## src/rtl/i2cepw_pkg.sv

```systemverilog
// shared types, constants and helper functions for the eeprom page write sequencer
package i2cepw_pkg;

  // field widths
  localparam int unsigned CMD_W    = 2;
  localparam int unsigned OFFSET_W = 18;
  localparam int unsigned COUNT_W  = 9;
  localparam int unsigned POS_W    = 17;
  localparam int unsigned TYPE_W   = 4;
  localparam int unsigned PINS_W   = 3;
  localparam int unsigned CFG_W    = 4;
  localparam int unsigned CIDX_W   = 2;

  // defaults for top level parameters
  localparam int unsigned MAX_COUNT_DEF   = 256;
  localparam int unsigned QUEUE_DEPTH_DEF = 2;

  // control byte bases
  localparam logic [7:0] CTRL_WRITE = 8'hA0;
  localparam logic [7:0] CTRL_READ  = 8'hA1;

  // chip type boundaries
  localparam logic [TYPE_W-1:0] TYPE_NO_SEL_MAX = 4'd1;
  localparam logic [TYPE_W-1:0] TYPE_BANKED_MAX = 4'd4;
  localparam logic [TYPE_W-1:0] TYPE_TWO_ADDR   = 4'd5;
  localparam logic [TYPE_W-1:0] TYPE_BIG        = 4'd9;
  localparam logic [TYPE_W-1:0] TYPE_VALID_MAX  = 4'd9;

  // configuration register indexes
  typedef enum logic [CIDX_W-1:0] {
    REG_CHIP_TYPE   = 2'd0,
    REG_SELECT_PINS = 2'd1,
    REG_IS_1024     = 2'd2
  } reg_idx_e;

  // request commands
  typedef enum logic [CMD_W-1:0] {
    CMD_SEEK_ABS = 2'd0,
    CMD_SEEK_REL = 2'd1,
    CMD_READ     = 2'd2,
    CMD_WRITE    = 2'd3
  } cmd_e;

  // result kinds
  typedef enum logic [1:0] {
    KIND_WRITE = 2'd0,
    KIND_READ  = 2'd1,
    KIND_SEEK  = 2'd2
  } kind_e;

  // sequencer states
  typedef enum logic {
    BS_IDLE,
    BS_WRITE
  } back_state_e;

  // configuration registers
  typedef struct packed {
    logic [TYPE_W-1:0] chip_type;
    logic [PINS_W-1:0] select_pins;
    logic              is_1024;
  } cfg_t;

  // classified request as it sits in the queue
  typedef struct packed {
    cmd_e                        cmd;
    logic signed [OFFSET_W-1:0]  offset;
    logic [COUNT_W-1:0]          count;
  } item_t;

  // one result transaction
  typedef struct packed {
    kind_e              kind;
    logic [7:0]         control_byte;
    logic [7:0]         read_control_byte;
    logic [7:0]         addr_high;
    logic [7:0]         addr_low;
    logic [1:0]         addr_bytes;
    logic [COUNT_W-1:0] length;
    logic [POS_W-1:0]   new_position;
    logic               last;
  } res_t;

  // page size minus one for a chip type
  function automatic logic [7:0] page_mask(input logic [TYPE_W-1:0] chip_type);
    logic [7:0] m;
    if (chip_type <= 4'd1)      m = 8'd7;
    else if (chip_type <= 4'd4) m = 8'd15;
    else if (chip_type <= 4'd6) m = 8'd31;
    else if (chip_type <= 4'd8) m = 8'd63;
    else                        m = 8'd127;
    return m;
  endfunction

  // device select field for a position
  function automatic logic [2:0] dev_select(input cfg_t cfg, input logic [POS_W-1:0] pos);
    logic [2:0] s;
    if (cfg.chip_type <= TYPE_NO_SEL_MAX)      s = 3'd0;
    else if (cfg.chip_type <= TYPE_BANKED_MAX) s = pos[10:8];
    else if (cfg.chip_type == TYPE_BIG && cfg.is_1024) s = {pos[16], cfg.select_pins[1:0]};
    else                                       s = cfg.select_pins;
    return s;
  endfunction

endpackage

```

## src/rtl/i2c_eeprom_page_write_sequencer_unit.sv

```systemverilog
// top level of the 24xx eeprom page write sequencer
// Tracks the byte position of a 24xx-family serial EEPROM and turns seek,
// read and write requests into bus transaction descriptors. A seek or a read
// gives one result; a write gives one segment for each page it touches (one
// segment for a zero-length write), one per cycle while the output accepts
// them. The first result of a request is registered in the back end's output
// register once the request has passed through the queue. A two-entry queue
// lets requests be taken while the back end works or waits on the output.
// Reads and writes with an unsupported chip type are taken and produce no
// result. Configuration is written through a plain write port while the unit
// is idle; the user is bound to this, as the unit itself does not enforce it.
module i2c_eeprom_page_write_sequencer_unit #(
  parameter int unsigned MAX_COUNT   = i2cepw_pkg::MAX_COUNT_DEF,
  parameter int unsigned QUEUE_DEPTH = i2cepw_pkg::QUEUE_DEPTH_DEF
) (
  input  logic                                   clk_i,
  input  logic                                   rst_ni,
  input  logic                                   cfg_we_i,
  input  logic [i2cepw_pkg::CIDX_W-1:0]          cfg_idx_i,
  input  logic [i2cepw_pkg::CFG_W-1:0]           cfg_wdata_i,
  input  logic                                   in_valid_i,
  output logic                                   in_ready_o,
  input  logic [i2cepw_pkg::CMD_W-1:0]           command_i,
  input  logic signed [i2cepw_pkg::OFFSET_W-1:0] offset_i,
  input  logic [i2cepw_pkg::COUNT_W-1:0]         count_i,
  output logic                                   out_valid_o,
  input  logic                                   out_ready_i,
  output logic [1:0]                             kind_o,
  output logic [7:0]                             control_byte_o,
  output logic [7:0]                             read_control_byte_o,
  output logic [7:0]                             addr_high_o,
  output logic [7:0]                             addr_low_o,
  output logic [1:0]                             addr_bytes_o,
  output logic [i2cepw_pkg::COUNT_W-1:0]         length_o,
  output logic [i2cepw_pkg::POS_W-1:0]           new_position_o,
  output logic                                   last_o
);
  import i2cepw_pkg::*;

  cfg_t  cfg_q, cfg_d;
  logic  push, push_ready, q_valid, q_pop;
  item_t push_item, q_item;
  res_t  res;

  // configuration registers
  always_comb begin
    cfg_d = cfg_q;
    if (cfg_we_i) begin
      case (reg_idx_e'(cfg_idx_i))
        REG_CHIP_TYPE:   cfg_d.chip_type   = cfg_wdata_i[TYPE_W-1:0];
        REG_SELECT_PINS: cfg_d.select_pins = cfg_wdata_i[PINS_W-1:0];
        REG_IS_1024:     cfg_d.is_1024     = cfg_wdata_i[0];
        default:         cfg_d             = cfg_q;
      endcase
    end
  end

  always_ff @(posedge clk_i or negedge rst_ni) begin
    if (!rst_ni) begin
      cfg_q <= '0;
    end else begin
      cfg_q <= cfg_d;
    end
  end

  i2cepw_front #(
    .MAX_COUNT(MAX_COUNT)
  ) u_front (
    .in_valid_i  (in_valid_i),
    .in_ready_o  (in_ready_o),
    .command_i   (command_i),
    .offset_i    (offset_i),
    .count_i     (count_i),
    .cfg_i       (cfg_q),
    .push_o      (push),
    .push_ready_i(push_ready),
    .item_o      (push_item)
  );

  i2cepw_queue #(
    .DEPTH(QUEUE_DEPTH)
  ) u_queue (
    .clk_i       (clk_i),
    .rst_ni      (rst_ni),
    .push_i      (push),
    .push_ready_o(push_ready),
    .item_i      (push_item),
    .pop_valid_o (q_valid),
    .pop_i       (q_pop),
    .item_o      (q_item)
  );

  i2cepw_back u_back (
    .clk_i      (clk_i),
    .rst_ni     (rst_ni),
    .cfg_i      (cfg_q),
    .q_valid_i  (q_valid),
    .q_item_i   (q_item),
    .q_pop_o    (q_pop),
    .out_valid_o(out_valid_o),
    .out_ready_i(out_ready_i),
    .res_o      (res)
  );

  // result fields
  assign kind_o              = res.kind;
  assign control_byte_o      = res.control_byte;
  assign read_control_byte_o = res.read_control_byte;
  assign addr_high_o         = res.addr_high;
  assign addr_low_o          = res.addr_low;
  assign addr_bytes_o        = res.addr_bytes;
  assign length_o            = res.length;
  assign new_position_o      = res.new_position;
  assign last_o              = res.last;

endmodule

```

## src/rtl/i2cepw_front.sv

```systemverilog
// request front end: count saturation, classification and drop of unsupported requests
module i2cepw_front #(
  parameter int unsigned MAX_COUNT = 256
) (
  input  logic                                 in_valid_i,
  output logic                                 in_ready_o,
  input  logic [i2cepw_pkg::CMD_W-1:0]         command_i,
  input  logic signed [i2cepw_pkg::OFFSET_W-1:0] offset_i,
  input  logic [i2cepw_pkg::COUNT_W-1:0]       count_i,
  input  i2cepw_pkg::cfg_t                     cfg_i,
  output logic                                 push_o,
  input  logic                                 push_ready_i,
  output i2cepw_pkg::item_t                    item_o
);
  import i2cepw_pkg::*;

  localparam logic [COUNT_W-1:0] MaxCnt = COUNT_W'(MAX_COUNT);

  cmd_e cmd;
  logic is_xfer;
  logic drop;

  // classify and saturate
  always_comb begin
    cmd          = cmd_e'(command_i);
    is_xfer      = (cmd == CMD_READ) || (cmd == CMD_WRITE);
    drop         = is_xfer && (cfg_i.chip_type > TYPE_VALID_MAX);
    item_o.cmd    = cmd;
    item_o.offset = offset_i;
    item_o.count  = (count_i > MaxCnt) ? MaxCnt : count_i;
  end

  // unsupported reads and writes are taken and discarded
  assign in_ready_o = push_ready_i;
  assign push_o     = in_valid_i && push_ready_i && !drop;

endmodule

```

## src/rtl/i2cepw_queue.sv

```systemverilog
// small request queue between front end and sequencer
module i2cepw_queue #(
  parameter int unsigned DEPTH = 2
) (
  input  logic              clk_i,
  input  logic              rst_ni,
  input  logic              push_i,
  output logic              push_ready_o,
  input  i2cepw_pkg::item_t item_i,
  output logic              pop_valid_o,
  input  logic              pop_i,
  output i2cepw_pkg::item_t item_o
);
  import i2cepw_pkg::*;

  localparam int unsigned AW = (DEPTH > 1) ? $clog2(DEPTH) : 1;
  localparam int unsigned CW = $clog2(DEPTH + 1);

  item_t          mem_q [DEPTH];
  logic [AW-1:0]  wr_ptr_q, wr_ptr_d;
  logic [AW-1:0]  rd_ptr_q, rd_ptr_d;
  logic [CW-1:0]  cnt_q, cnt_d;
  logic           do_push, do_pop;

  assign push_ready_o = (cnt_q != CW'(DEPTH));
  assign pop_valid_o  = (cnt_q != '0);
  assign do_push      = push_i && push_ready_o;
  assign do_pop       = pop_i && pop_valid_o;
  assign item_o       = mem_q[rd_ptr_q];

  // pointer and fill count update
  always_comb begin
    wr_ptr_d = wr_ptr_q;
    rd_ptr_d = rd_ptr_q;
    cnt_d    = cnt_q;
    if (do_push) begin
      wr_ptr_d = (wr_ptr_q == AW'(DEPTH - 1)) ? '0 : wr_ptr_q + 1'b1;
    end
    if (do_pop) begin
      rd_ptr_d = (rd_ptr_q == AW'(DEPTH - 1)) ? '0 : rd_ptr_q + 1'b1;
    end
    if (do_push && !do_pop) begin
      cnt_d = cnt_q + 1'b1;
    end else if (do_pop && !do_push) begin
      cnt_d = cnt_q - 1'b1;
    end
  end

  always_ff @(posedge clk_i or negedge rst_ni) begin
    if (!rst_ni) begin
      wr_ptr_q <= '0;
      rd_ptr_q <= '0;
      cnt_q    <= '0;
    end else begin
      wr_ptr_q <= wr_ptr_d;
      rd_ptr_q <= rd_ptr_d;
      cnt_q    <= cnt_d;
    end
  end

  // storage
  always_ff @(posedge clk_i) begin
    if (do_push) begin
      mem_q[wr_ptr_q] <= item_i;
    end
  end

endmodule

```

## src/rtl/i2cepw_back.sv

```systemverilog
// sequencer: position register, page split and result output register
module i2cepw_back (
  input  logic              clk_i,
  input  logic              rst_ni,
  input  i2cepw_pkg::cfg_t  cfg_i,
  input  logic              q_valid_i,
  input  i2cepw_pkg::item_t q_item_i,
  output logic              q_pop_o,
  output logic              out_valid_o,
  input  logic              out_ready_i,
  output i2cepw_pkg::res_t  res_o
);
  import i2cepw_pkg::*;

  back_state_e        state_q, state_d;
  logic [POS_W-1:0]   pos_q, pos_d;
  logic [COUNT_W-1:0] rem_q, rem_d;
  logic               out_valid_q, out_valid_d;
  res_t               res_q, res_d;

  logic               load_ok, load;
  logic [COUNT_W-1:0] cur_rem, room, seg, rem_left;
  logic [7:0]         mask;
  logic [POS_W-1:0]   np_wr, np_rd, np_seek;
  logic [POS_W+1:0]   rel_sum;
  logic [2:0]         sel;
  logic               two;
  res_t               seg_res, rd_res, seek_res;

  // segment, read and seek results from the current position
  always_comb begin
    cur_rem  = (state_q == BS_WRITE) ? rem_q : q_item_i.count;
    mask     = page_mask(cfg_i.chip_type);
    room     = {1'b0, mask} + 9'd1 - {1'b0, pos_q[7:0] & mask};
    seg      = (cur_rem < room) ? cur_rem : room;
    rem_left = cur_rem - seg;
    np_wr    = pos_q + {{(POS_W - COUNT_W){1'b0}}, seg};
    np_rd    = pos_q + {{(POS_W - COUNT_W){1'b0}}, q_item_i.count};
    sel      = dev_select(cfg_i, pos_q);
    two      = (cfg_i.chip_type >= TYPE_TWO_ADDR);

    rel_sum  = {2'b00, pos_q} + {q_item_i.offset[OFFSET_W-1], q_item_i.offset};
    if (q_item_i.cmd == CMD_SEEK_ABS) begin
      np_seek = q_item_i.offset[OFFSET_W-1] ? '0 : q_item_i.offset[POS_W-1:0];
    end else begin
      np_seek = rel_sum[POS_W+1] ? '0 : rel_sum[POS_W-1:0];
    end

    seg_res.kind              = KIND_WRITE;
    seg_res.control_byte      = CTRL_WRITE | {4'b0000, sel, 1'b0};
    seg_res.read_control_byte = 8'd0;
    seg_res.addr_high         = two ? pos_q[15:8] : 8'd0;
    seg_res.addr_low          = pos_q[7:0];
    seg_res.addr_bytes        = two ? 2'd2 : 2'd1;
    seg_res.length            = seg;
    seg_res.new_position      = np_wr;
    seg_res.last              = (rem_left == '0);

    rd_res                    = seg_res;
    rd_res.kind               = KIND_READ;
    rd_res.read_control_byte  = CTRL_READ | {4'b0000, sel, 1'b0};
    rd_res.length             = q_item_i.count;
    rd_res.new_position       = np_rd;
    rd_res.last               = 1'b1;

    seek_res                  = '0;
    seek_res.kind             = KIND_SEEK;
    seek_res.new_position     = np_seek;
    seek_res.last             = 1'b1;
  end

  // next state and output register load
  always_comb begin
    load_ok = !out_valid_q || out_ready_i;
    load    = 1'b0;
    q_pop_o = 1'b0;
    state_d = state_q;
    pos_d   = pos_q;
    rem_d   = rem_q;
    res_d   = res_q;
    case (state_q)
      BS_IDLE: begin
        if (load_ok && q_valid_i) begin
          q_pop_o = 1'b1;
          load    = 1'b1;
          case (q_item_i.cmd)
            CMD_SEEK_ABS, CMD_SEEK_REL: begin
              res_d = seek_res;
              pos_d = np_seek;
            end
            CMD_READ: begin
              res_d = rd_res;
              pos_d = np_rd;
            end
            CMD_WRITE: begin
              res_d = seg_res;
              pos_d = np_wr;
              rem_d = rem_left;
              if (rem_left != '0) begin
                state_d = BS_WRITE;
              end
            end
            default: begin
              res_d = seek_res;
            end
          endcase
        end
      end
      BS_WRITE: begin
        if (load_ok) begin
          load  = 1'b1;
          res_d = seg_res;
          pos_d = np_wr;
          rem_d = rem_left;
          if (rem_left == '0) begin
            state_d = BS_IDLE;
          end
        end
      end
      default: begin
        state_d = BS_IDLE;
      end
    endcase
    out_valid_d = load ? 1'b1 : (out_ready_i ? 1'b0 : out_valid_q);
  end

  always_ff @(posedge clk_i or negedge rst_ni) begin
    if (!rst_ni) begin
      state_q     <= BS_IDLE;
      pos_q       <= '0;
      rem_q       <= '0;
      out_valid_q <= 1'b0;
    end else begin
      state_q     <= state_d;
      pos_q       <= pos_d;
      rem_q       <= rem_d;
      out_valid_q <= out_valid_d;
    end
  end

  // result payload
  always_ff @(posedge clk_i) begin
    res_q <= res_d;
  end

  assign out_valid_o = out_valid_q;
  assign res_o       = res_q;

endmodule
```

## config.mk

```make
export PLATFORM = sky130hd
export DESIGN_NAME = i2c_eeprom_page_write_sequencer_unit
export DESIGN_NICKNAME = d
export VERILOG_FILES = /design/src/rtl/i2cepw_pkg.sv /design/src/rtl/i2c_eeprom_page_write_sequencer_unit.sv /design/src/rtl/i2cepw_front.sv /design/src/rtl/i2cepw_queue.sv /design/src/rtl/i2cepw_back.sv
export SDC_FILE = /design/constraint.sdc
export NUM_CORES = 1
export LEC_CHECK = 0
export ABC_AREA = 1
export BUFFER_PORTS_ARGS = -buffer_cell sky130_fd_sc_hd__clkbuf_2
export CORE_MARGIN = 2
export CORE_UTILIZATION = 45
export DETAILED_ROUTE_END_ITERATION = 8
export PLACE_DENSITY = 0.76
export SYNTH_ARGS = -nofsm -noshare
export SYNTH_HDL_FRONTEND = slang
export SYNTH_SLANG_ARGS = --single-unit
```

## constraint.sdc

```tcl
create_clock -name clk_i -period 6.4 [get_ports clk_i]
set_input_delay 0.64 -clock clk_i [delete_from_list [all_inputs] [get_ports clk_i]]
set_output_delay 0.64 -clock clk_i [all_outputs]
set_load 0.02 [all_outputs]
```

Word level (Yosys, flattened, before mapping). Memory sizes are Yosys's and may differ from the RTL's. Cells that the tools add are included.

Memory bits (read-only): 0. Logic and storage cells: 125. Bits in writable memories: 58. Memories: 1. Bits of input ports: 40. Bits in latches: 0. Output and inout port bits: 65. Flip-flop bits (word level): 103.

Add/sub/neg operators: 10. Divide/modulo/power cells: 0. Equality and inequality tests: 12. Shifts and indexed selects: 0. Order comparisons: 8. Bitwise operators: 2. Reductions and logical operators: 28. Muxes and demuxes: 45. $mul: 0.

Memories: u_queue.mem_q (depth 2, bits a word 29, rd ports 1, clocked after memory_dff 0, write ports 1, line i2cepw_queue.sv:19) `item_t mem_q [DEPTH];`.

Operators with widths (number): one-hot mux 63 bit (3 select lines) (1); 2-to-1 mux 63 bit (2); one-hot mux 63 bit (2 select lines) (1); 2-to-1 mux 17 bit (5); 2-to-1 mux 9 bit (6); one-hot mux 17 bit (3 select lines) (1); adder 17 x 9 -> 17 bit (2); one-hot mux 17 bit (2 select lines) (1); 2-to-1 mux 8 bit (4); adder 18 x 18 -> 19 bit (1); one-hot mux 9 bit (2 select lines) (1); 2-to-1 mux 1 bit (14); equality test 2 bit, second input constant (5); adder 8 x 1 -> 9 bit, second input constant (1); greater-than comparator 9 bit, second input constant (1); logical AND 1 bit (9); zero test 9 bit (1); < comparator 9 bit (1); 2-to-1 mux 3 bit (3); nonzero test 9 bit (1); subtractor 9 x 8 -> 9 bit (1); subtractor 9 bit (1); AND 8 bit (1); <= comparator 4 x 3 -> 1 bit, second input constant (2); 22 further kinds (39).

Longest topological paths before layout. Gate-level depths: netlist (run 1).

Word-level depth: 15. Mapped depth: 38.

Cells and area by module. From an unflattened synthesis (run 1), not the netlist that was laid out.

Cell total of the unflattened synthesis: 1145. Area, all modules: 9873.2 um^2.

Modules (own cells, without submodules): i2cepw_back (area an instance 6884.1 um^2, cells each 876, times used 1); i2cepw_queue (area an instance 2343.5 um^2, cells each 180, times used 1); i2c_eeprom_page_write_sequencer_unit (area an instance 364.1 um^2, cells each 39, times used 1); i2cepw_front (area an instance 281.5 um^2, cells each 50, times used 1).

Worst setup path after synthesis (run 1). OpenSTA, ideal clock, no wires.

Path kind: reg-to-reg. From: register cfg_q[5] (netlist name). To: register u_back.res_q, in the netlist u_back.res_o[17] (data pin). Slack: 1.424 ns. Period minus slack after synthesis: 4.976 ns. Buffers on the path: 1. Setup time: 0.257 ns. Data required time: 6.143 ns. Arrival time: 4.719 ns. Cell stages (with the launch flop): 35. Cells stage by stage: dfrtp_1 > nor2_1 > inv_1 > a21oi_1 > inv_1 > nand2_1 > ha_1 > a31o_2 > a21oi_1 > o21ai_0 > xor2_1 > ha_1 > nand2_1 > inv_1 > nand2_1 > inv_2 > nand2_2 > nand2_4 > buf_6 > o21ai_0 > ha_1 > inv_1 > fa_1 > nand3b_1 > nand2_1 > a21oi_1 > nor2_1 > nor2_1 > nor3_1 > nand2_1 > nand2_1 > nand2_1 > nand2_1 > nand3_1 > o21a_2.

Word-level cells in the longest chain between the ends: 13.

RTL lines: start, declared (line i2c_eeprom_page_write_sequencer_unit.sv:40) `cfg_t cfg_q, cfg_d;`; start signal, assigned (line i2c_eeprom_page_write_sequencer_unit.sv:62) `cfg_q <= cfg_d;`; <= comparator 4 bit (line i2cepw_pkg.sv:90) `else if (chip_type <= 4'd8) m = 8'd63;`; 2-to-1 mux 7 bit (line i2cepw_pkg.sv:90); 2-to-1 mux 8 bit (line i2cepw_pkg.sv:89) `else if (chip_type <= 4'd6) m = 8'd31;`; 2-to-1 mux 8 bit (line i2cepw_pkg.sv:88) `else if (chip_type <= 4'd4) m = 8'd15;`; 2-to-1 mux 8 bit * (line i2cepw_pkg.sv:87) `if (chip_type <= 4'd1) m = 8'd7;`; adder 8 x 1 -> 9 bit / AND 8 bit (equally long branches) (line i2cepw_back.sv:34) `room = {1'b0, mask} + 9'd1 - {1'b0, pos_q[7:0] & mask};`; subtractor 9 x 8 -> 9 bit * (line i2cepw_back.sv:34); < comparator 9 bit (line i2cepw_back.sv:35) `seg = (cur_rem < room) ? cur_rem : room;`; 2-to-1 mux 9 bit * (line i2cepw_back.sv:35); adder 17 x 9 -> 17 bit * (line i2cepw_back.sv:37) `np_wr = pos_q + {{(POS_W - COUNT_W){1'b0}}, seg};`; one-hot mux 63 bit (3 select lines) (line i2cepw_back.sv:86) `case (q_item_i.cmd)`; 2-to-1 mux 63 bit (line i2cepw_back.sv:83) `if (load_ok && q_valid_i) begin`; one-hot mux 63 bit (2 select lines) * (line i2cepw_back.sv:81) `case (state_q)`; end signal, assigned (line i2cepw_back.sv:143) `res_q <= res_d;`; end, declared (line i2cepw_back.sv:19) `res_t res_q, res_d;`.

Mark *: on every way between the ends. The rest lies on a longest branch, timed or not. The select of a mux whose other input is x is not followed. A chain may end at the register's enable or synchronous reset.

Worst setup path after layout (run 1). Ends and elaborated chain as after synthesis.

==> run summary, run 1 <==
The stage delay of the slowest cell on the critical path came out at 0.44 ns. The worst register-to-register path begins at cfg_q[5]. Buffers inserted to repair hold after CTS numbered 0. Relative to the synthesized area, the layout overhead comes to 13.6%. The clock period minus final worst setup slack came out at 5.52 ns. CTS placed an instance of sky130_fd_sc_hd__clkbuf_16 at the clock tree root. The sum of routed wire length over all layers came out at 23.1 mm. The number of distinct library cell variants in the gate-level netlist after synthesis came out at 57. The die is 148 um wide. The initialized floorplan defines 52 standard-cell rows. The number of flops mapped to enable cells by yosys came out at 112. The cell taking the most area after synthesis is sky130_fd_sc_hd__edfxtp_1. The worst-path cell with the longest stage delay is sky130_fd_sc_hd__dfrtp_1.

The clock latency at the later pin of the worst-skew pair came out at 0.43 ns. The total clock buffers created by CTS came out at 17. The end of the critical path is u_back.res_o[17]. Fill cells in the final layout number 1,891. The number of buffers added for setup after CTS is 0.

Ranked by total cell area, the synthesized netlist is headed by sky130_fd_sc_hd__edfxtp_1 36%, sky130_fd_sc_hd__dfrtp_1 11%, sky130_fd_sc_hd__nand2_1 9.4%. The signal arrival time at the worst endpoint is 5.71 ns. Ranked by instance count, the synthesized netlist is headed by 234 x sky130_fd_sc_hd__nand2_1, 136 x sky130_fd_sc_hd__inv_1, 112 x sky130_fd_sc_hd__edfxtp_1.

The number of ports placed on the die boundary is 105. The final-report max-slew violation count came out at 0. The post-CTS resize count is 0. sky130_fd_sc_hd__nand2_1 is the most common cell in the netlist. The number of global-route vias before repair came out at 7,038.

The number of iterations in the first detailed-routing pass is 5. STA classifies the critical path startpoint as a flop. Dividing the synthesized area by the synthesized cell count gives 8.77 um2. The placeable core area is 0.0203 mm2. The overall routing resource usage is 21.6%. Summing all multi-input logic gate instances after layout gives 0.00424 mm2. After detailed routing, the average wire length per cell comes to 16.0 um. The die footprint came out at 0.0219 mm2.

The final setup TNS came out at 0 ns. The placed wire-length estimate is 17.6 mm. The maximum number of pins on one net before global-route repair is 79. After global routing the overflow that remains totals 0.

The combined flip-flop and latch cell area is 0.00436 mm2. The most critical setup path has its startpoint at cfg_q[5]. The H-tree was split into 4 levels. The flow ran to the end, and the final reports show no timing, DRC or antenna violations. The starting density of the core is 46.0%.

Using the TritonRoute via totals, the vias-per-cell ratio works out to 5.21. The Yosys step of the flow raised 0 warnings. The clock transition at the registers of the reported paths came out at 0.06 ns. The clock sink total is 152. The count of buffers inserted at the top-level ports is 99. TritonCTS built the clock tree. The height of the die is 148 um.

In this run the worst path has a maximum fanout of 13. The portion of synthesized cell area occupied by the leading cell type came out at 36.0%. The leading register cell type out of synthesis is sky130_fd_sc_hd__edfxtp_1. The initial antenna violation count came to 0. The transition time at the pin with the least slew margin is 1.19 ns. Setup repair after global routing left no endpoint under its margin. The number of cells on the worst reg-to-reg path is 30.

The layout net count came out at 1,262. The share of synthesized flip-flops with an asynchronous set or reset came out at 26.3%. The maximum buffer depth of the clock tree is 2. The number of nets with antenna violations after detailed routing came out at 0. In this run the cell area of the synthesized design comes to 0.00934 mm2.

The critical register-to-register path endpoint is u_back.res_o[17]. For the worst setup path, the data required time is 6.59 ns. STA classifies the critical path endpoint as a flop. The critical path is of the reg2reg type. The share of the Yosys chip area taken by registers is 46.7%. The count of maximum capacitance violations is 0.

The path class of the tightest hold or removal check is in2reg. Routability-driven placement finished with a final weighted congestion of 0.958. The worst hold path begins at offset_i[5]. The global-route wire length before repair came out at 36.8 mm. The flop and latch count out of synthesis came out at 152. The register-to-register setup slack came out at 0.88 ns. Summing over every cut layer, the via total after detailed routing is 7,538.

In this design, the critical path's most frequently occurring cell is sky130_fd_sc_hd__nand2_1. The peak clock frequency supported by timing came out at 181 MHz. The number of failing hold endpoints at the final stage came to 0. The post-route clock skew came out at 0.0107 ns. The portion of the clock cycle consumed by the worst path in the final layout came out at 86.2%. Measured against its own limit, the worst slew margin works out to 20.4%. The fraction of layout instances using a drive strength above 1 is 17.9%.

The cell count after synthesis is 1,065. The count of unresolved DRC violations after routing came out at 0. The number of antenna diodes came out at 0.

The number of setup violations in the final report came out at 0. The count of routing violations after the opening detailed-route iteration came out at 589.
[state kept, by name, indices dropped and copies added (netlist names)]
name	cells
u_queue.cnt_q	2
u_back.state_q	1
u_queue.mem_q	58
u_queue.wr_ptr_q	1
u_back.res_o	54
u_queue.rd_ptr_q	1
u_back.out_valid_o	1
u_back.rem_q	9
cfg_q	8
u_back.pos_q	17
[cells in the final DEF, fill, tap and decap left out, drive strengths merged, types with 2 or more instances in the layout]
cell      Yosys  routed
nand3        58      58
clkinvlp      0       4
dfrtp        40      40
o21a          2       2
a21o          4       4
fa            4       4
clkinv        0       6
nand2       243     243
or2          22      22
inv         147     148
bufinv        0       2
conb          2       6
edfxtp      112     112
xnor2        11      11
nor2         92      92
nor3         12      12
and2          2       2
o22ai        21      21
nand4         7       7
a22o          2       2
o21ai        94      94
xor2         19      19
buf          23       8
a31oi         2       2
clkbuf        9     118
a21oi        55      55
ha           55      55
o211ai        8       8
nand3b        2       2
a21boi       10      10
a31o          2       2
[per-layer routing]
layer / vias up / wire (um) / GRT usage [%]
li1: 3741 / - / -
met1: 3469 / 11000 / 31.5
met2: 287 / 10300 / 33.5
met3: 41 / 1420 / 3.10
met4: 0 / 437 / 6.81
met5: - / 0 / 0
[metrics by stage]
stage                     cell area [um2]  std cells  hold slack (ns)  utilization (%)  setup WS, ns
after floorplan                      9350       1069            0.344                -          1.42
after global placement              10000       1414            0.475             49.5          1.16
after detailed placement            10000       1414            0.492             49.5         0.986
after CTS                           10600       1446            0.381             52.3         0.955
after global routing                10600       1446            0.388             52.3         0.341
final                               10600       1446            0.391             52.3         0.882
[critical path, delay by kind of cell (launching register included)]
kind                       cells  cell delay [ns]
DFF                            1             0.44
AOI/OAI and AO/OA              5             0.99
buffers and inverters          5             0.46
and+or+nand+nor               16             2.16
adders and majority gates      4             1.26
[cell families (layout without fill, tap and decap cells)]
kind of cell | after synthesis | after routing | share of synthesized area [%]
muxes | 1 | 1 | 0.107
DFF | 152 | 152 | 46.7
AOI/OAI and AO/OA | 204 | 204 | 12.9
xor gates and xnor gates | 30 | 30 | 3.01
other | 2 | 6 | 0.0804
adders and majority gates | 59 | 59 | 8.23
buffers and inverters | 179 | 286 | 8.15
and+or+nand+nor | 438 | 438 | 20.8
[how the worst min path moves through the flow]
| stage | endpoint | slack, ns | cells past startpoint |
|---|---|---|---|
| after global routing | u_queue.mem_q[0][16] | 0.39 | 1 |
| final | u_queue.mem_q[1][14] | 0.39 | 1 |
| after floorplan | cfg_q[0] | 0.34 | 0 |
| after detailed placement | u_back.rem_q[7] | 0.49 | 2 |
| after CTS | u_queue.mem_q[1][19] | 0.38 | 1 |
| after global placement | u_back.rem_q[0] | 0.48 | 2 |
[layout make-up]
class / instances / area share, %
clock buffers: 19 / 4.08
clock inverters: 13 / 1.23
inverters: 147 / 5.20
multi-input cells: 738 / 39.9
flip-flops and latches: 152 / 41.1
well taps: 270 / 3.18
repair buffers: 107 / 5.24
Power of run 1 is left out: the tool's default activity adds up to more than one toggle a clock period on the data nets, which glitch-free logic cannot reach.
==> inputs of run 2 (changes only) <==
RECOVER_POWER = 50   (was unset)
==> run summary, run 2 (same netlist as run 1, synthesis figures left out) <==
Run status: complete, but fails checks (was complete, no violations). The final reports fail on capacitance limit, slew limit. The placeable core area came out at 0.0203 mm2 (unchanged). The routed length on met2 came out at 10.2 mm (was 10.3 mm). The number of rows created at floorplan is 52 (unchanged). The worst min-delay path category is in2reg (unchanged).

The global-route congestion overflow total came out at 0 (unchanged). The number of iterations in the first detailed-routing pass is 6 (was 5). The worst setup path startpoint is cfg_q[5] (unchanged). The number of global-route vias before repair is 7,038 (unchanged).

The layout net count came to 1,262 (unchanged). The fraction of layout instances using a drive strength above 1 was 11.0% (was 17.9%). The number of buffers added for setup after CTS came out at 0 (unchanged). The type of origin of the critical path is a flop (unchanged).

The height of the die came out at 148 um (unchanged). The peak clock frequency supported by timing is 183 MHz (was 181 MHz). The overall routing resource usage is 21.6% (unchanged). The sum of routed wire length over all layers is 23.2 mm (was 23.1 mm).

The number of antenna diodes was 0 (unchanged). The final setup TNS was 0 ns (unchanged). The signal arrival time at the worst endpoint was 5.67 ns (was 5.71 ns). The source of the worst register-to-register timing path is cfg_q[5] (unchanged). The clock transition at the registers of the reported paths is 0.07 ns (was 0.06 ns). The initial antenna violation count came out at 0 (unchanged).

The required time at the worst-slack endpoint came out at 6.59 ns (about the same). The number of ports placed on the die boundary is 105 (unchanged). The register-to-register setup slack is 0.92 ns (was 0.88 ns).

The placed wire-length estimate was 17.6 mm (unchanged). The instance count on the critical path was 30 (unchanged). The worst-path cell with the longest stage delay is sky130_fd_sc_hd__dfrtp_1 (unchanged). The worst slack on hold paths is 0.392 ns (was 0.391 ns). The classification of the worst setup path is reg2reg (unchanged). The most prevalent standard cell on the critical path is sky130_fd_sc_hd__nand2_1 (unchanged). The most frequent standard cell in the layout excluding fill and tap cells was sky130_fd_sc_hd__nand2_1 (unchanged). The highest net fanout along the worst path is 13 (unchanged).

The CTS tree is built (unchanged). The global-route wire length before repair is 36.8 mm (unchanged). The uppermost layer routed is met4 (unchanged). The average detailed-routed wire length per instance is 16.1 um (was 16.0 um). The clock period minus final worst setup slack came out at 5.48 ns (was 5.52 ns). Commonest cells after routing, fill and taps aside: 234 x sky130_fd_sc_hd__nand2_1, 137 x sky130_fd_sc_hd__inv_1, 112 x sky130_fd_sc_hd__edfxtp_1 (was 234 x sky130_fd_sc_hd__nand2_1, 135 x sky130_fd_sc_hd__inv_1, 112 x sky130_fd_sc_hd__edfxtp_1). The count of buffers inserted at the top-level ports came out at 99 (unchanged).

The register with the highest flop count is u_queue.mem_q (unchanged). The number of cells on the worst reg-to-reg path came to 30 (unchanged). The maximum number of pins on one net before global-route repair came to 79 (unchanged).

The post-CTS resize count was 0 (unchanged). The number of nets with antenna violations after detailed routing is 0 (unchanged). The H-tree level count is 4 (unchanged). The cell at the root of the clock tree is sky130_fd_sc_hd__clkbuf_16 (unchanged). The final RePlAce weighted congestion was 0.958 (unchanged).

The clock sink total is 152 (unchanged). The maximum buffer depth of the clock tree came out at 2 (unchanged). The detail-routed via count per cell is 5.18 (was 5.21).

The number of hold buffers added after CTS is 0 (unchanged). The number of vias after detailed routing came out at 7,497 (was 7,538). The synthesis-to-layout area growth is 12.4% (was 13.6%). The die footprint is 0.0219 mm2 (unchanged). The routed metal-1 wirelength is 11.3 mm (was 11.0 mm). The portion of the clock cycle consumed by the worst path in the final layout came out at 85.6% (was 86.2%).

The transition time at the pin with the least slew margin is 2.42 ns (was 1.19 ns). The clock latency at the later pin of the worst-skew pair came out at 0.43 ns (about the same). The type of destination of the critical path is a flop (unchanged).

The worst slew margin relative to its limit is -61.5% (was 20.4%). The width of the chip is 148 um (unchanged). The final-report max-slew violation count is 72 (was 0). The end of the critical path was u_back.res_o[17] (unchanged). The stage delay of the slowest cell on the critical path was 0.41 ns (was 0.44 ns). The total clock buffers created by CTS came to 17 (unchanged). The filler cell count in the final layout is 1,947 (was 1,891).

The number of setup violations in the final report is 0 (unchanged). The starting density of the core was 46.0% (unchanged). RSZ-0062 raised after global routing: no (unchanged). The critical register-to-register path endpoint is u_back.res_o[17] (unchanged). The number of flip-flops under the largest register name came out at 58 (unchanged). The detailed-routed wire length on met3 is 1.32 mm (was 1.42 mm). The count of unresolved DRC violations after routing is 0 (unchanged). The post-route clock skew came out at 0.0127 ns (was 0.0107 ns).

The kind of cell with the highest combined delay on the critical path was simple AND/OR/NAND/NOR gates (unchanged). The count of routing violations after the opening detailed-route iteration was 634 (was 589). The number of failing hold endpoints at the final stage came out at 0 (unchanged). The combined buffer and inverter count along the critical path is 5 (unchanged). The count of maximum capacitance violations came to 2 (was 0).
## run 2: cell count changes in the layout (fill, tap and decap cells not counted)
| cell | change |
|---|---|
| sky130_fd_sc_hd__buf_4 | -2 |
| sky130_fd_sc_hd__clkbuf_1 | +78 |
| sky130_fd_sc_hd__clkbuf_2 | -76 |
| sky130_fd_sc_hd__inv_1 | +2 |
| sky130_fd_sc_hd__inv_2 | -2 |
| sky130_fd_sc_hd__nor2_1 | +1 |
| sky130_fd_sc_hd__nor2_4 | -1 |
## run 2: worst min-delay path by stage
| stage | start | endpoint | slack [ns] | depth (start not counted) |
|---|---|---|---|---|
| after floorplan | rst_ni | cfg_q[0] | 0.34 | 0 |
| after global placement | u_back.rem_q[0] | u_back.rem_q[0] | 0.48 | 2 |
| after detailed placement | u_back.rem_q[7] | u_back.rem_q[7] | 0.49 | 2 |
| after CTS | offset_i[10] | u_queue.mem_q[1][19] | 0.38 | 1 |
| after global routing | offset_i[7] | u_queue.mem_q[0][16] | 0.39 | 1 |
| final | offset_i[5] | u_queue.mem_q[1][14] | 0.39 | 1 |
## run 2: area by class of cell
cell class / count / area (um2) / share of cell area [%]
Multi-Input combinational cell: 738 / 4230 / 40.3
Sequential cell: 152 / 4360 / 41.6
Clock buffer: 19 / 433 / 4.12
Timing Repair Buffer: 107 / 453 / 4.31
Clock inverter: 13 / 130 / 1.24
Inverter: 147 / 552 / 5.25
Tap cell: 270 / 338 / 3.22
## run 2: layer usage
layer | vias to the layer above | track usage, %
met3 | 34 | 3.10
met1 | 3466 | 31.5
li1 | 3744 | -
met2 | 253 | 33.5
met4 | 0 | 6.81
met5 | - | 0
## run 2: through the flow
step	setup WS, ns	cell area (um2)	cells	utilization [%]
3_3_place_gp	1.16	10000	1414	49.5
2_1_floorplan	1.42	9350	1069	-
4_1_cts	0.955	10600	1446	52.3
3_5_place_dp	0.986	10000	1414	49.5
6_report	0.922	10500	1446	51.7
5_1_grt	0.356	10500	1446	51.7
Power of run 2 is left out for the same reason.
==> inputs of run 3 (changes only) <==
CORE_ASPECT_RATIO = 0.5   (was unset)
==> run summary, run 3 (same netlist as run 1, synthesis figures left out) <==
Run status: complete, but fails checks (unchanged). Failing checks: capacitance limit, slew limit (unchanged). The cell at the root of the clock tree is sky130_fd_sc_hd__clkbuf_16 (unchanged). The register with the highest flop count was u_queue.mem_q (unchanged). The count of buffers inserted at the top-level ports came out at 99 (unchanged). The worst min-delay path category is in2reg (unchanged). The global-route congestion overflow total is 0 (unchanged).

The highest net fanout along the worst path was 13 (unchanged). Commonest cells after routing, fill and taps aside: 234 x sky130_fd_sc_hd__nand2_1, 137 x sky130_fd_sc_hd__inv_1, 112 x sky130_fd_sc_hd__edfxtp_1 (unchanged). The non-filler instance count after layout was 1,449 (was 1,446). The classification of the worst setup path is reg2reg (unchanged). The final-report max-slew violation count was 72 (unchanged).

The number of failing hold endpoints at the final stage came to 0 (unchanged). The number of global-route vias before repair was 7,282 (was 7,038). The count of maximum capacitance violations is 2 (unchanged). The final setup TNS is 0 ns (unchanged).

The number of nets with antenna violations after detailed routing came out at 0 (unchanged). The global-route wire length before repair is 39.0 mm (was 36.8 mm). The height of the die is 106 um (was 148 um).

The number of iterations in the first detailed-routing pass is 7 (was 6). The number of setup violations in the final report is 0 (unchanged). The number of stages on the worst hold path is 1 (unchanged).

The transition time at the pin with the least slew margin was 2.42 ns (about the same). The count of routing violations after the opening detailed-route iteration came out at 707 (was 634). The number of ports placed on the die boundary came to 105 (unchanged). The combined buffer and inverter count along the critical path came out at 5 (unchanged). The number of cells on the worst reg-to-reg path is 33 (was 30). The sum of routed wire length over all layers is 25.0 mm (was 23.2 mm).

The pre-CTS setup slack is 0.884 ns (was 0.986 ns). The filler cell count in the final layout is 1,923 (was 1,947). The detail-routed via count per cell is 5.31 (was 5.18).

The width of the chip was 208 um (was 148 um). The synthesis-to-layout area growth came out at 12.8% (was 12.4%). RSZ-0062 raised after global routing: no (unchanged).

The total instance count after detailed placement came out at 1,417 (was 1,414). The worst slew margin relative to its limit came out at -61.3% (was -61.5%). The worst slack on hold paths came out at 0.390 ns (was 0.392 ns). The number of buffers added for setup after CTS came out at 0 (unchanged). The total clock buffers created by CTS came to 17 (unchanged). The clock period minus final worst setup slack is 5.52 ns (was 5.48 ns). The portion of the clock cycle consumed by the worst path in the final layout was 86.3% (was 85.6%). The starting density of the core is 45.6% (was 46.0%). The average detailed-routed wire length per instance came out at 17.2 um (was 16.1 um). The CTS tree is built (unchanged).

The worst-path cell with the longest stage delay was sky130_fd_sc_hd__dfrtp_1 (unchanged). The number of hold buffers added after CTS is 0 (unchanged). The clock transition at the registers of the reported paths came to 0.07 ns (about the same). The signal arrival time at the worst endpoint came out at 5.71 ns (was 5.67 ns). The post-CTS resize count came out at 0 (unchanged).

The type of origin of the critical path is a flop (unchanged). The initial antenna violation count is 0 (unchanged). The most prevalent standard cell on the critical path was sky130_fd_sc_hd__nand2_1 (unchanged). The clock latency at the later pin of the worst-skew pair was 0.44 ns (was 0.43 ns). The final RePlAce weighted congestion is 0.970 (was 0.958). The layout net count was 1,262 (unchanged). The stage delay of the slowest cell on the critical path is 0.41 ns (about the same). The kind of cell with the highest combined delay on the critical path is simple AND/OR/NAND/NOR gates (unchanged). The H-tree level count came out at 4 (unchanged). The maximum buffer depth of the clock tree is 2 (unchanged). The clock sink total is 152 (unchanged).

The placed wire-length estimate came out at 19.3 mm (was 17.6 mm). The type of destination of the critical path is a flop (unchanged). The peak clock frequency supported by timing is 181 MHz (was 183 MHz).

The overall routing resource usage is 23.1% (was 21.6%). The count of unresolved DRC violations after routing came out at 0 (unchanged). The instance count on the critical path came to 33 (was 30). The number of vias after detailed routing was 7,699 (was 7,497).

The least setup slack across all paths after layout is 0.876 ns (was 0.922 ns). The maximum number of pins on one net before global-route repair came out at 67 (was 79). The required time at the worst-slack endpoint is 6.59 ns (about the same). The number of flip-flops under the largest register name is 58 (unchanged). The most frequent standard cell in the layout excluding fill and tap cells was sky130_fd_sc_hd__nand2_1 (unchanged).

The die footprint is 0.0220 mm2 (was 0.0219 mm2). The fraction of layout instances using a drive strength above 1 came out at 10.8% (was 11.0%). The number of antenna diodes was 0 (unchanged). The post-route clock skew came out at 0.0151 ns (was 0.0127 ns). The number of rows created at floorplan was 37 (was 52). The placeable core area is 0.0205 mm2 (was 0.0203 mm2).
run 3: changes by cell type in the layout (fill, tap and decap cells not counted):
cell                         previous run  this run
sky130_fd_sc_hd__nor2_2                 5         6
sky130_fd_sc_hd__clkbuf_2              23        19
sky130_fd_sc_hd__clkinv_4               1         3
sky130_fd_sc_hd__clkbuf_1              80        83
sky130_fd_sc_hd__bufinv_16              2         3
sky130_fd_sc_hd__clkinv_2               3         4
sky130_fd_sc_hd__nor2_4                 2         1
sky130_fd_sc_hd__clkinv_1               2         1
sky130_fd_sc_hd__inv_6                  1         0
sky130_fd_sc_hd__clkbuf_8               0         1
sky130_fd_sc_hd__clkinvlp_4             4         2
run 3: path summary, 6_finish.rpt:
| check | startpoint | end | slack, ns |
|---|---|---|---|
| max in group asynchronous | rst_ni | u_queue.rd_ptr_q | 4.07 |
| hold / removal | offset_i[6] | u_queue.mem_q[1][15] | 0.39 |
| min in group asynchronous | rst_ni | u_back.rem_q[2] | 0.93 |
| setup / recovery | cfg_q[4] | u_back.res_o[17] | 0.88 |
| hold reg to reg | u_queue.cnt_q[0] | u_queue.cnt_q[0] | 0.50 |
| setup reg to reg | cfg_q[4] | u_back.res_o[17] | 0.88 |
run 3: routing by layer:
metal / vias to the layer above / global-route usage, % / routed length, um
met5: - / 0 / 0
met4: 0 / 8.21 / 528
met3: 43 / 5.87 / 2170
met2: 277 / 33.5 / 10600
met1: 3636 / 33.3 / 11700
li1: 3743 / - / -
run 3: per-stage QoR:
step	area [um2]	utilization (%)
6_report	10500	51.5
5_1_grt	10500	51.5
4_1_cts	10600	52.0
3_5_place_dp	10000	49.1
3_3_place_gp	10000	49.1
2_1_floorplan	9350	-
run 3: area by class of cell:
class / count / area, um2 / share of cell area, %
clock buffers: 19 / 443 / 4.21
clock inverters: 13 / 155 / 1.47
inverters: 147 / 552 / 5.24
multi-input cells: 738 / 4230 / 40.1
flip-flops and latches: 152 / 4360 / 41.5
well taps: 273 / 342 / 3.24
repair buffers: 107 / 448 / 4.25
run 3: worst reg2reg max path: cells and delay by family (launching register included):
kind	cells	cell delay, ns
XOR/XNOR	1	0.20
buffers and inverters	5	0.33
flip-flops	1	0.41
adder cells (fa/ha/maj)	4	1.17
AND/OR/NAND/NOR	16	1.71
AO/OA/AOI/OAI	7	1.45
Power of run 3 is left out for the same reason.
